## src/design/hbe_pkg.sv

```systemverilog
`timescale 1ns / 1ps

package hbe_pkg;

  // Fixed field widths of the channels.
  localparam int unsigned DataW       = 57;
  localparam int unsigned LenW        = 6;
  localparam int unsigned ByteW       = 8;
  localparam int unsigned NW          = LenW + 1;
  localparam int unsigned MaxDataBits = 57;

  localparam logic [LenW-1:0] BlockBitsReset = LenW'(8);

  // Codeword length n = k + r for the least r with 2^r >= k + r + 1.
  function automatic logic [NW-1:0] calc_n(input logic [LenW-1:0] k);
    int unsigned r_cnt;
    r_cnt = 0;
    for (int unsigned r = 0; r < NW; r++) begin
      if ((32'd1 << r) < (32'(k) + r + 32'd1)) begin
        r_cnt = r + 1;
      end
    end
    return NW'(32'(k) + r_cnt);
  endfunction

endpackage

```

## src/design/hbe_in_if.sv

```systemverilog
`timescale 1ns / 1ps

interface hbe_in_if
  import hbe_pkg::*;
();
  logic            valid;
  logic            ready;
  logic [DataW-1:0] data;
  logic [LenW-1:0]  short_len;

  modport source (output valid, output data, output short_len, input ready);
  modport sink   (input valid, input data, input short_len, output ready);
endinterface

```

## src/design/hbe_out_if.sv

```systemverilog
`timescale 1ns / 1ps

interface hbe_out_if
  import hbe_pkg::*;
();
  logic             valid;
  logic             ready;
  logic [ByteW-1:0] code_byte;
  logic             last;

  modport source (output valid, output code_byte, output last, input ready);
  modport sink   (input valid, input code_byte, input last, output ready);
endinterface

```

## src/design/hbe_encoder.sv

```systemverilog
`timescale 1ns / 1ps

module hbe_encoder
  import hbe_pkg::*;
#(
  parameter int unsigned MAX_DATA_BITS = MaxDataBits,
  parameter int unsigned CODE_W        = 7,
  parameter int unsigned IDX_W         = 1
) (
  input  logic                     clk_i,
  input  logic                     rst_ni,
  input  logic                     in_valid_i,
  output logic                     in_ready_o,
  input  logic [MAX_DATA_BITS-1:0] data_i,
  input  logic [LenW-1:0]          k_i,
  output logic                     enc_valid_o,
  input  logic                     enc_ready_i,
  output logic [CODE_W-1:0]        code_o,
  output logic [IDX_W-1:0]         last_idx_o
);

  localparam int unsigned ParW = CODE_W - MAX_DATA_BITS;

  logic                     valid_q;
  logic [MAX_DATA_BITS-1:0] data_q;
  logic [LenW-1:0]          k_q;
  logic [MAX_DATA_BITS-1:0] data_m;
  logic [CODE_W-1:0]        spread;
  logic [NW-1:0]            n;
  logic [NW-1:0]            n_m1;
  logic                     n_zero;

  assign n      = calc_n(k_q);
  assign n_zero = (n == '0);
  assign n_m1   = n - NW'(1);

  // A zero-length block produces no bytes: drop it here.
  assign enc_valid_o = valid_q && !n_zero;
  assign in_ready_o  = !valid_q || n_zero || enc_ready_i;
  assign last_idx_o  = IDX_W'(n_m1 >> 3);

  always_ff @(posedge clk_i or negedge rst_ni) begin
    if (!rst_ni) begin
      valid_q <= 1'b0;
    end else if (in_ready_o) begin
      valid_q <= in_valid_i;
    end
  end

  always_ff @(posedge clk_i) begin
    if (in_valid_i && in_ready_o) begin
      data_q <= data_i;
      k_q    <= k_i;
    end
  end

  for (genvar i = 0; i < MAX_DATA_BITS; i++) begin : g_mask
    assign data_m[i] = data_q[i] & (NW'(i) < NW'(k_q));
  end

  // Data bit order fills the positions that are not powers of two.
  for (genvar pos = 1; pos <= CODE_W; pos++) begin : g_spread
    if ((pos & (pos - 1)) == 0) begin : g_par
      assign spread[pos-1] = 1'b0;
    end else begin : g_dat
      assign spread[pos-1] = data_m[pos - 1 - $clog2(pos + 1)];
    end
  end

  always_comb begin
    logic par;
    code_o = spread;
    for (int unsigned b = 0; b < ParW; b++) begin
      par = 1'b0;
      for (int unsigned q = 1; q <= CODE_W; q++) begin
        if (((q >> b) & 1) == 1) begin
          par = par ^ spread[q-1];
        end
      end
      code_o[(1 << b) - 1] = par;
    end
  end

endmodule

```

## src/design/hbe_serializer.sv

```systemverilog
`timescale 1ns / 1ps

module hbe_serializer
  import hbe_pkg::*;
#(
  parameter int unsigned CODE_W = 7,
  parameter int unsigned BYTES  = 1,
  parameter int unsigned IDX_W  = 1
) (
  input  logic              clk_i,
  input  logic              rst_ni,
  input  logic              enc_valid_i,
  output logic              enc_ready_o,
  input  logic [CODE_W-1:0] code_i,
  input  logic [IDX_W-1:0]  last_idx_i,
  output logic              out_valid_o,
  input  logic              out_ready_i,
  output logic [ByteW-1:0]  code_byte_o,
  output logic              last_o,
  output logic [IDX_W-1:0]  idx_o
);

  localparam int unsigned PadW = BYTES * ByteW;

  logic              busy_q;
  logic [PadW-1:0]   code_q;
  logic [IDX_W-1:0]  idx_q;
  logic [IDX_W-1:0]  last_idx_q;
  logic              out_beat;

  assign out_valid_o = busy_q;
  assign last_o      = (idx_q == last_idx_q);
  assign code_byte_o = code_q[idx_q * ByteW +: ByteW];
  assign idx_o       = idx_q;
  assign out_beat    = busy_q && out_ready_i;
  assign enc_ready_o = !busy_q || (out_ready_i && last_o);

  always_ff @(posedge clk_i or negedge rst_ni) begin
    if (!rst_ni) begin
      busy_q <= 1'b0;
      idx_q  <= '0;
    end else if (enc_valid_i && enc_ready_o) begin
      busy_q <= 1'b1;
      idx_q  <= '0;
    end else if (out_beat) begin
      // Advance to the next byte, or drop out of busy after the last one.
      if (last_o) begin
        busy_q <= 1'b0;
        idx_q  <= '0;
      end else begin
        idx_q <= idx_q + IDX_W'(1);
      end
    end
  end

  always_ff @(posedge clk_i) begin
    if (enc_valid_i && enc_ready_o) begin
      code_q     <= PadW'(code_i);
      last_idx_q <= last_idx_i;
    end
  end

endmodule

```

## src/design/hamming_block_encoder_unit.sv

```systemverilog
`timescale 1ns / 1ps

// Hamming block encoder with variable block length.
// Input channel in_if: one beat carries a data block (data, short_len). The
// block length k is short_len, or the block_bits register when short_len is
// zero, saturated at MAX_DATA_BITS. Data bits at index k and above are ignored.
// Output channel out_if: the codeword of n = k + r bits as ceil(n/8) byte
// beats, lowest codeword position in bit 0 of the first byte, last set on the
// final byte. A block of length zero is consumed and produces no beat.
// Configuration: cfg_we_i writes cfg_data_i into block_bits (reset value 8);
// write it only while no block is in flight.
// An input beat passes the input register, then the codeword register, before
// its first byte is offered. One byte leaves per cycle while the receiver is
// ready, up to 8 bytes per block; the byte-wide output port sets this rate.
// The next block is encoded and waits while the current one drains, and is
// loaded in the cycle the last byte is taken, so bytes flow without gaps.
// When the receiver stalls the current byte holds; input ready drops once
// both the input register and the codeword register are full.
// Reset clears all valid state and sets block_bits to 8.
module hamming_block_encoder_unit
  import hbe_pkg::*;
#(
  parameter int unsigned MAX_DATA_BITS = MaxDataBits
) (
  input  logic            clk_i,
  input  logic            rst_ni,
  input  logic            cfg_we_i,
  input  logic [LenW-1:0] cfg_data_i,
  hbe_in_if.sink          in_if,
  hbe_out_if.source       out_if
);

  localparam logic [LenW-1:0] MaxK   = LenW'(MAX_DATA_BITS);
  localparam int unsigned     CodeW  = int'(calc_n(MaxK));
  localparam int unsigned     Bytes  = (CodeW + ByteW - 1) / ByteW;
  localparam int unsigned     IdxW   = (Bytes > 1) ? $clog2(Bytes) : 1;

  logic [LenW-1:0]   block_bits_q;
  logic [LenW-1:0]   k_raw;
  logic [LenW-1:0]   k;
  logic              enc_valid;
  logic              enc_ready;
  logic [CodeW-1:0]  code;
  logic [IdxW-1:0]   last_idx;
  logic [IdxW-1:0]   idx;

  always_ff @(posedge clk_i or negedge rst_ni) begin
    if (!rst_ni) begin
      block_bits_q <= BlockBitsReset;
    end else if (cfg_we_i) begin
      block_bits_q <= cfg_data_i;
    end
  end

  assign k_raw = (in_if.short_len != '0) ? in_if.short_len : block_bits_q;
  assign k     = (k_raw > MaxK) ? MaxK : k_raw;

  hbe_encoder #(
    .MAX_DATA_BITS (MAX_DATA_BITS),
    .CODE_W        (CodeW),
    .IDX_W         (IdxW)
  ) u_encoder (
    .clk_i       (clk_i),
    .rst_ni      (rst_ni),
    .in_valid_i  (in_if.valid),
    .in_ready_o  (in_if.ready),
    .data_i      (in_if.data[MAX_DATA_BITS-1:0]),
    .k_i         (k),
    .enc_valid_o (enc_valid),
    .enc_ready_i (enc_ready),
    .code_o      (code),
    .last_idx_o  (last_idx)
  );

  hbe_serializer #(
    .CODE_W (CodeW),
    .BYTES  (Bytes),
    .IDX_W  (IdxW)
  ) u_serializer (
    .clk_i       (clk_i),
    .rst_ni      (rst_ni),
    .enc_valid_i (enc_valid),
    .enc_ready_o (enc_ready),
    .code_i      (code),
    .last_idx_i  (last_idx),
    .out_valid_o (out_if.valid),
    .out_ready_i (out_if.ready),
    .code_byte_o (out_if.code_byte),
    .last_o      (out_if.last),
    .idx_o       (idx)
  );

  // A codeword waiting in the encoder is taken as soon as the last byte goes.
  a_handover : assert property (@(posedge clk_i) disable iff (!rst_ni)
    (out_if.valid && out_if.ready && out_if.last && enc_valid) |=>
      (out_if.valid && idx == '0))
    else $error("pending codeword not loaded after last byte");

  // More bytes of the same codeword follow a beat that is not the last.
  a_no_gap : assert property (@(posedge clk_i) disable iff (!rst_ni)
    (out_if.valid && out_if.ready && !out_if.last) |=>
      (out_if.valid && idx == $past(idx) + IdxW'(1)))
    else $error("codeword bytes interrupted");

  // The byte index stays below the byte count of the longest codeword.
  a_idx_bound : assert property (@(posedge clk_i) disable iff (!rst_ni)
    out_if.valid |-> (32'(idx) < Bytes))
    else $error("byte index out of range");

  // An empty serializer never blocks the input side.
  a_ready_idle : assert property (@(posedge clk_i) disable iff (!rst_ni)
    !out_if.valid |-> in_if.ready)
    else $error("input stalled with idle output");

endmodule

```

## src/flat_wrapper.sv

```systemverilog
// flat-port wrapper written by rule: the top's interface ports become plain ports
module hamming_block_encoder_unit_flat import hbe_pkg::*;
#(
  parameter int unsigned MAX_DATA_BITS = MaxDataBits
)
  (clk_i, rst_ni, cfg_we_i, cfg_data_i, in_if_valid, in_if_data, in_if_short_len, in_if_ready, out_if_valid, out_if_code_byte, out_if_last, out_if_ready);
  hbe_in_if in_if_i ();
  hbe_out_if out_if_i ();
  input  logic clk_i;
  input  logic rst_ni;
  input  logic cfg_we_i;
  input  logic [LenW-1:0] cfg_data_i;
  input wire logic [$bits(in_if_i.valid)-1:0] in_if_valid;
  input wire logic [$bits(in_if_i.data)-1:0] in_if_data;
  input wire logic [$bits(in_if_i.short_len)-1:0] in_if_short_len;
  output wire logic [$bits(in_if_i.ready)-1:0] in_if_ready;
  output wire logic [$bits(out_if_i.valid)-1:0] out_if_valid;
  output wire logic [$bits(out_if_i.code_byte)-1:0] out_if_code_byte;
  output wire logic [$bits(out_if_i.last)-1:0] out_if_last;
  input wire logic [$bits(out_if_i.ready)-1:0] out_if_ready;
  assign in_if_i.valid = in_if_valid;
  assign in_if_i.data = in_if_data;
  assign in_if_i.short_len = in_if_short_len;
  assign in_if_ready = in_if_i.ready;
  assign out_if_valid = out_if_i.valid;
  assign out_if_code_byte = out_if_i.code_byte;
  assign out_if_last = out_if_i.last;
  assign out_if_i.ready = out_if_ready;
  hamming_block_encoder_unit #(.MAX_DATA_BITS(MAX_DATA_BITS)) u_core (.clk_i(clk_i), .rst_ni(rst_ni), .cfg_we_i(cfg_we_i), .cfg_data_i(cfg_data_i), .in_if(in_if_i), .out_if(out_if_i));
endmodule
```

## config.mk

```make
export PLATFORM = sky130hd
export DESIGN_NAME = hamming_block_encoder_unit_flat
export DESIGN_NICKNAME = d
export VERILOG_FILES = /design/src/design/hbe_pkg.sv /design/src/design/hbe_in_if.sv /design/src/design/hbe_out_if.sv /design/src/design/hbe_encoder.sv /design/src/design/hbe_serializer.sv /design/src/design/hamming_block_encoder_unit.sv /design/src/flat_wrapper.sv
export SDC_FILE = /design/constraint.sdc
export NUM_CORES = 1
export LEC_CHECK = 0
export BUFFER_PORTS_ARGS = -buffer_cell sky130_fd_sc_hd__buf_4
export CAP_MARGIN = 10
export CORE_MARGIN = 5
export CORE_UTILIZATION = 40
export DETAILED_ROUTE_END_ITERATION = 12
export GPL_ROUTABILITY_DRIVEN = 0
export GPL_TIMING_DRIVEN = 0
export PLACE_DENSITY = 0.59
export SYNTH_ARGS = -nofsm -noshare
export SYNTH_HDL_FRONTEND = slang
export SYNTH_SLANG_ARGS = --single-unit
```

## constraint.sdc

```tcl
create_clock -name clk_i -period 9.4 [get_ports clk_i]
set_clock_uncertainty 0.15 [all_clocks]
set_input_delay 0 -clock clk_i [delete_from_list [all_inputs] [get_ports clk_i]]
set_output_delay 0 -clock clk_i [all_outputs]
set_load 0.02 [all_outputs]
```

Yosys cells after proc, flatten, opt, wreduce, memory -nomap -nowiden
Index checks and enable logic that the tools add are counted.

operators by class
  bitwise logic cells = 237
  magnitude comparators = 65
  equal/unequal tests = 1
  shifts and indexed selects = 1
  reductions and logical operators = 16
  muxes and demuxes = 14
  add/sub/neg operators = 15

operators by type and width
  operator             number
  $xor 1x1->1          180
  $lt 6x6->1 const A   25
  $lt 5x6->1 const A   16
  $shiftx 64x7->8      1
  $and 1x1->1          57
  $add 7x1->8 const B  6
  $lt 4x6->1 const A   8
  $lt 1x32->1 const A  1
  $lt 3x6->1 const A   4
  $add 6x3->7 const B  3
  $mux 3               7
  $add 6x2->7 const B  2
  $lt 1x6->1 const A   2
  $lt 2x6->1 const A   2
  $lt 2x8->1 const A   1
  $lt 3x8->1 const A   1
  $lt 4x8->1 const A   1
  $lt 5x8->1 const A   1
  $lt 6x8->1 const A   1
  $lt 7x8->1 const A   1
  $add 6x1->7 const B  1
  $add 6x3->7          1
  $logic_not 7->1      1
  $gt 6x6->1 const B   1
  12 further kinds     25

storage, ports and cells
  word-level logic and storage cells = 357
  bits of input ports = 74
  flip-flop bits (word level) = 140
  output and inout port bits = 11

Depth between registers and ports, before layout
  word-level depth = 32
  gate-level depth with buffers = 21
  gate-level depth less buffers = 19

Hierarchy
From an unflattened synthesis, not the netlist that was laid out.

second synthesis, totals
  cell total of the unflattened synthesis = 675
  area, all modules = 8354.3 um^2

modules (own cells, without submodules)
  module                      cells each  times used  sequential area each (um^2)  area an instance (um^2)
  hbe_encoder                 521         1           1916.8                       5238.8
  hbe_serializer              124         1           2082.0                       2767.7
  hamming_block_encoder_unit  30          1           151.4                        347.8

Least setup slack after synthesis
Ideal clock, no wire load.

  path type = flip-flop to flip-flop
  from = reg u_core.u_encoder.k_q[1]
  to = reg u_core.u_serializer.code_q[0], enable pin
  arrival = 6355 ps
  clock period less this slack = 7003 ps
  path slack = 2397 ps
  buffers on the path = 2
  required time = 8752 ps
  stages on the path, launching flop included = 18
  cell sequence = edfxtp_1 -> buf_2 -> inv_1 -> ha_1 -> buf_2 -> nand2_1 -> a2111oi_0 -> inv_1 -> o21ai_0 -> a21o_1 -> ha_1 -> inv_1 -> fa_1 -> inv_1 -> a211o_1 -> mux2i_1 -> a31oi_1 -> nor2b_1

on the way
  word-level cells in the longest chain between the ends = 14
  elaborated cells between the ends (all ways) = 31
  those cells by class = add/sub (13); order compare (7); mux (7); reduce/logical (4)

ends and longest elaborated chain
  element                                            line                  RTL
  start, declared                                    hbe_encoder.sv:26     logic [LenW-1:0] k_q;
  start signal, assigned                             hbe_encoder.sv:53     k_q <= k_i;
  $add 6x1->7                                        hbe_pkg.sv:19         if ((32'd1 << r) < (32'(k) + r + 32'd1)) begin
  $add 7x1->8 / $lt 1x32->1 (equally long branches)  hbe_pkg.sv:19
  $lt 2x8->1 / $mux 1 (equally long branches)        hbe_pkg.sv:19
  $mux 2 (2 in a row)                                hbe_pkg.sv:19
  $mux 3 (4 in a row)                                hbe_pkg.sv:19
  $add 6x3->7 *                                      hbe_pkg.sv:23         return NW'(32'(k) + r_cnt);
  $logic_not 7->1 *                                  hbe_encoder.sv:34     assign n_zero = (n == '0);
  $logic_not 1->1 *                                  hbe_encoder.sv:38     assign enc_valid_o = valid_q && !n_zero;
  $logic_and 1x1->1 *                                hbe_encoder.sv:38
  $logic_and 1x1->1 *                                hbe_serializer.sv:57  if (enc_valid_i && enc_ready_o) begin
  end signal, assigned                               hbe_serializer.sv:58  code_q <= PadW'(code_i);
  end, declared                                      hbe_serializer.sv:26  logic [PadW-1:0] code_q;

Every way passes the cells marked *; elsewhere a longest branch is shown, timed or not.
A chain may end at the register's enable or synchronous reset.

Worst setup path in the final report
  from = reg u_core.u_encoder.k_q[1]
  to = reg u_core.u_encoder.data_q[50], enable pin

on the way
  word-level cells in the longest chain between the ends = 14
  elaborated cells between the ends (all ways) = 31
  those cells by class = add/sub (13); order compare (7); mux (7); reduce/logical (4)

ends and longest elaborated chain
  element                                            line               RTL
  $add 6x1->7                                        hbe_pkg.sv:19
  $add 7x1->8 / $lt 1x32->1 (equally long branches)  hbe_pkg.sv:19
  $lt 2x8->1 / $mux 1 (equally long branches)        hbe_pkg.sv:19
  $mux 2 (2 in a row)                                hbe_pkg.sv:19
  $mux 3 (4 in a row)                                hbe_pkg.sv:19
  $add 6x3->7 *                                      hbe_pkg.sv:23
  $logic_not 7->1 *                                  hbe_encoder.sv:34
  $logic_or 1x1->1 * (2 in a row)                    hbe_encoder.sv:39  assign in_ready_o = !valid_q || n_zero || enc_ready_i;
  $logic_and 1x1->1 *                                hbe_encoder.sv:51  if (in_valid_i && in_ready_o) begin
  end signal, assigned                               hbe_encoder.sv:52  data_q <= data_i;
  end, declared                                      hbe_encoder.sv:25  logic [MAX_DATA_BITS-1:0] data_q;

Marks and branches as above.

==> key figures <==
GRT
  • Largest net degree at the start of global routing: 48
  • Vias in the first global route: approximately 6300
  • Remaining Overflow, GRT: 0
  • Initial antenna violation count: 1
  • First-pass GRT wire length: between 30000 and 40000 um
  • GRT Total Usage: 0.211

Synth
  • Avg Cell Area, Syn: 12.0 sq um
  • Async S/R FF share, synth: 0.0786
  • Post-Syn Nets: 799
  • Synth Area in Simple Gates: 0.119
  • Post-synthesis sequential area ratio: 0.492
  • Main synth FF type: edfxtp_1
  • Yosys cell types: 74
  • Yosys reg bits: 140
  • Post-synthesis adder-cell area fraction: 0.0320
  • YS warnings: 0
  • Cells after Synth: 704
  • Mux cell area share after synthesis: 0.0611
  • Post-synth EDFFs: 129
  • Largest family of logic cells by synthesized area: XOR/XNOR gates
  • Top cell type's share of synthesized area: 0.459
  • Compound-Gate Fraction of Synth Area: 0.121
  • Syn Std Cell Area: 0.00844 sq mm
  • Area leader, netlist: edfxtp_1
  • Area contributors post-synth: edfxtp_1 (46%), xnor2_1 (5.6%), xnor3_1 (5.6%)
  • Xor-xnor portion of the synthesized cell area: 0.141

Timing
  • Setup TNS: 0 ns
  • Crit share post-route: 0.696
  • Max Clk Rate: 153 MHz
  • Fin crit period: 6.54 ns
  • Least-Margin Pin Slew: 0.934 ns
  • RSZ-0062 raised after global routing: false
  • Final hold violation count: 0
  • Post-route setup slack: 2.86 ns
  • Rel. slew slack: 0.362
  • Final slew viol count: 0
  • # setup viols final: 0

Drt
  • First-pass iteration count of the detailed router: 5
  • Vias: 6499
  • Number of DRC markers in iteration 0: 838
  • DRT Wirelength: 25400 um
  • Wirelength per Cell: 21.5 um
  • DRC: 0
  • Vias per cell: about 5.5
  • Detail Route Antenna Nets: 0

Place
  • Post-Place Cell Area: between 0.009 and 0.01 sq mm
  • HPWL after detailed placement: 18700 um
  • Pre-CTS setup slack: 3.02 ns
  • I/O Buffers: slightly above 80

Finish
  • Fin util: 0.521
  • Post-route cell area: 0.0109 sq mm
  • Area delta synth->final: 28.9%
  • Layout cells sized above 1: 0.190
  • Nets: 988

Floorplan
  • Die X: 155 um
  • Starting Density: 0.404
  • IO Pins: 85
  • Die ar.: 0.0241 sq mm
  • Die H: 155 um
  • Core ar.: 0.0209 sq mm
  • Row Count: between 50 and 60

Clock network
  • Clock-pin transition on the worst setup and hold timing paths: 0.07 ns
  • Hold Buf Count CTS: 85
  • Clock buffer depth: 2
  • Root Driver: clkbuf_16
  • H-tree levels: 4
  • Post-CTS sizing: 0
  • Clock insertion delay at the later pin of the skew report: ~0.43 ns
  • Clock sink total: 140
  • CTS Buf Count: 17
  • CTS tree: yes
  • Post-CTS setup buffers: 0

Critical path
  • Crit-path cells: buf_2 > inv_1 > ha_1 > buf_2 > nand2_1 > a2111oi_0 > inv_1 > o21ai_0 > a21o_1 > ha_1 > inv_1 > fa_1 > xnor2_1 > nor3b_1 > a31oi_1 > nand2_1 > and2_2 > buf_12
  • Req. time, crit path: about 9.4 ns
  • Crit path DAT: 6.50 ns
  • CP bufs+invs: 6
  • CP Capture Type: register
  • Critical path type: register to register
  • Worst path most repeated cell: inv_1
  • Critical path fanouts, max: 47
  • Slowest CP cell: a2111oi_0
  • Peak per-stage delay on the critical path: between 0.8 and 0.9 ns
  • CP Launch Type: register
  • CP top delay family: compound AO/OA/AOI/OAI gates

Power and ir drop
  • Cell Pwr Density: around 270 mW/mm^2
  • VDD IR-drop max: 137 uV
  • Leakage: about 4.3 nW
  • Tot Pwr: 2.99 mW

Job
  • MaxCap Viol Count: 0

Worst hold path
  • Hold Path Class: input pin to register

Status
  • Status: finished, final reports clean
-- path summary, 6_finish.rpt --
kind                                                        startpoint                                       end  slack, ns  cells past startpoint
max                              u_core.u_encoder.k_q[1]$_SDFFCE_PN0P_     u_core.u_encoder.data_q[50]$_DFFE_PP_       2.86                     18
min                                                     in_if_data[28]     u_core.u_encoder.data_q[28]$_DFFE_PP_       0.13                      2
max reg2reg                      u_core.u_encoder.k_q[1]$_SDFFCE_PN0P_     u_core.u_encoder.data_q[50]$_DFFE_PP_       2.86                     18
min reg2reg                u_core.u_serializer.out_valid_o$_DFFE_PN0P_  u_core.u_serializer.idx_o[2]$_DFFE_PN0P_       0.46                      1
max in group asynchronous                                       rst_ni  u_core.u_serializer.idx_o[0]$_DFFE_PN0P_       7.73                      4
min in group asynchronous                                       rst_ni        u_core.block_bits_q[3]$_DFFE_PN1P_       0.44                      3
-- cell type report --
cell class | instances | area (sq um)
fill | 1792 | 10000
sequential | 140 | 4150
multi-input combinational | 500 | 4010
timing repair buffer | 170 | 1510
clock buffer | 18 | 429
tap | 275 | 344
buffer | 40 | 200
clock inverter | 14 | 143
inverter | 24 | 90.1
antenna | 1 | 2.50
-- per-layer routing --
layer,vias up,wire [um],track usage
li1,2957,-,-
met1,3139,10600,0.293
met2,355,12000,0.336
met3,48,2150,0.0412
met4,0,629,0.0663
met5,-,0,0
-- where the power goes --
part / internal, mW / total, mW / switching [mW]
combinational: 0.686 / 1.38 / 0.698
clock: 0.391 / 0.658 / 0.268
sequential: 0.874 / 0.942 / 0.0686
total: 1.95 / 2.99 / 1.03
-- flip-flops by register name (all words and copies together) (netlist names) --
register                         count
u_core.u_serializer.last_idx_q       3
u_core.u_encoder.valid_q             1
u_core.u_serializer.out_valid_o      1
u_core.u_encoder.k_q                 6
u_core.block_bits_q                  6
u_core.u_encoder.data_q             57
u_core.u_serializer.code_q          63
u_core.u_serializer.idx_o            3
-- cells by family (layout without fill, tap and decap cells) --
group,Yosys count,after routing
AO/OA/AOI/OAI,154,154
XOR/XNOR,98,98
adder cells (fa/ha/maj),21,21
buffers and inverters,64,266
flip-flops,140,140
multiplexers,32,32
other,0,1
AND/OR/NAND/NOR,195,195
-- synthesized netlist by cell type (all sizes together) (4+ instances only) --
| cell type | n |
|---|---|
| nand2b | 20 |
| edfxtp | 129 |
| a31oi | 4 |
| nand2 | 66 |
| nand3 | 11 |
| o21ai | 37 |
| xnor2 | 56 |
| clkbuf | 11 |
| inv | 22 |
| xnor3 | 22 |
| o22ai | 4 |
| and3 | 14 |
| mux2 | 6 |
| o211a | 7 |
| nor2 | 30 |
| o211ai | 9 |
| mux4 | 15 |
| nor2b | 17 |
| dfrtp | 10 |
| buf | 29 |
| xor2 | 19 |
| and2 | 10 |
| a21oi | 36 |
| a21boi | 10 |
| mux2i | 11 |
| ha | 20 |
| a21o | 9 |
| o21a | 15 |
| nor3 | 8 |
-- cells in the final DEF, fill, tap and decap left out, types with 20 or more instances in the layout --
cell,n
buf_4,86
nand2b_1,20
edfxtp_1,129
a21oi_1,35
dlygate4sd3_1,85
nor2_1,29
nand2_1,65
ha_1,20
xnor2_1,54
o21ai_0,33
inv_1,22
xnor3_1,21
-- worst register-to-register path: cells and delay by family, from the launching register on --
| family | cells | cell delay (ns) |
|---|---|---|
| AO/OA/AOI/OAI | 4 | 1.56 |
| AND/OR/NAND/NOR | 4 | 1.48 |
| buffers and inverters | 6 | 1.42 |
| adder cells (fa/ha/maj) | 3 | 0.81 |
| flip-flops | 1 | 0.61 |
| XOR/XNOR | 1 | 0.15 |
-- through the flow --
stage | hold slack (ns) | std cells
final | 0.133 | 1182
after global routing | 0.134 | 1182
after CTS | 0.124 | 1181
after detailed placement | -0.304 | 1064
after global placement | -0.311 | 1062
after floorplan | -0.446 | 704
(Power assumes the default switching activity.)
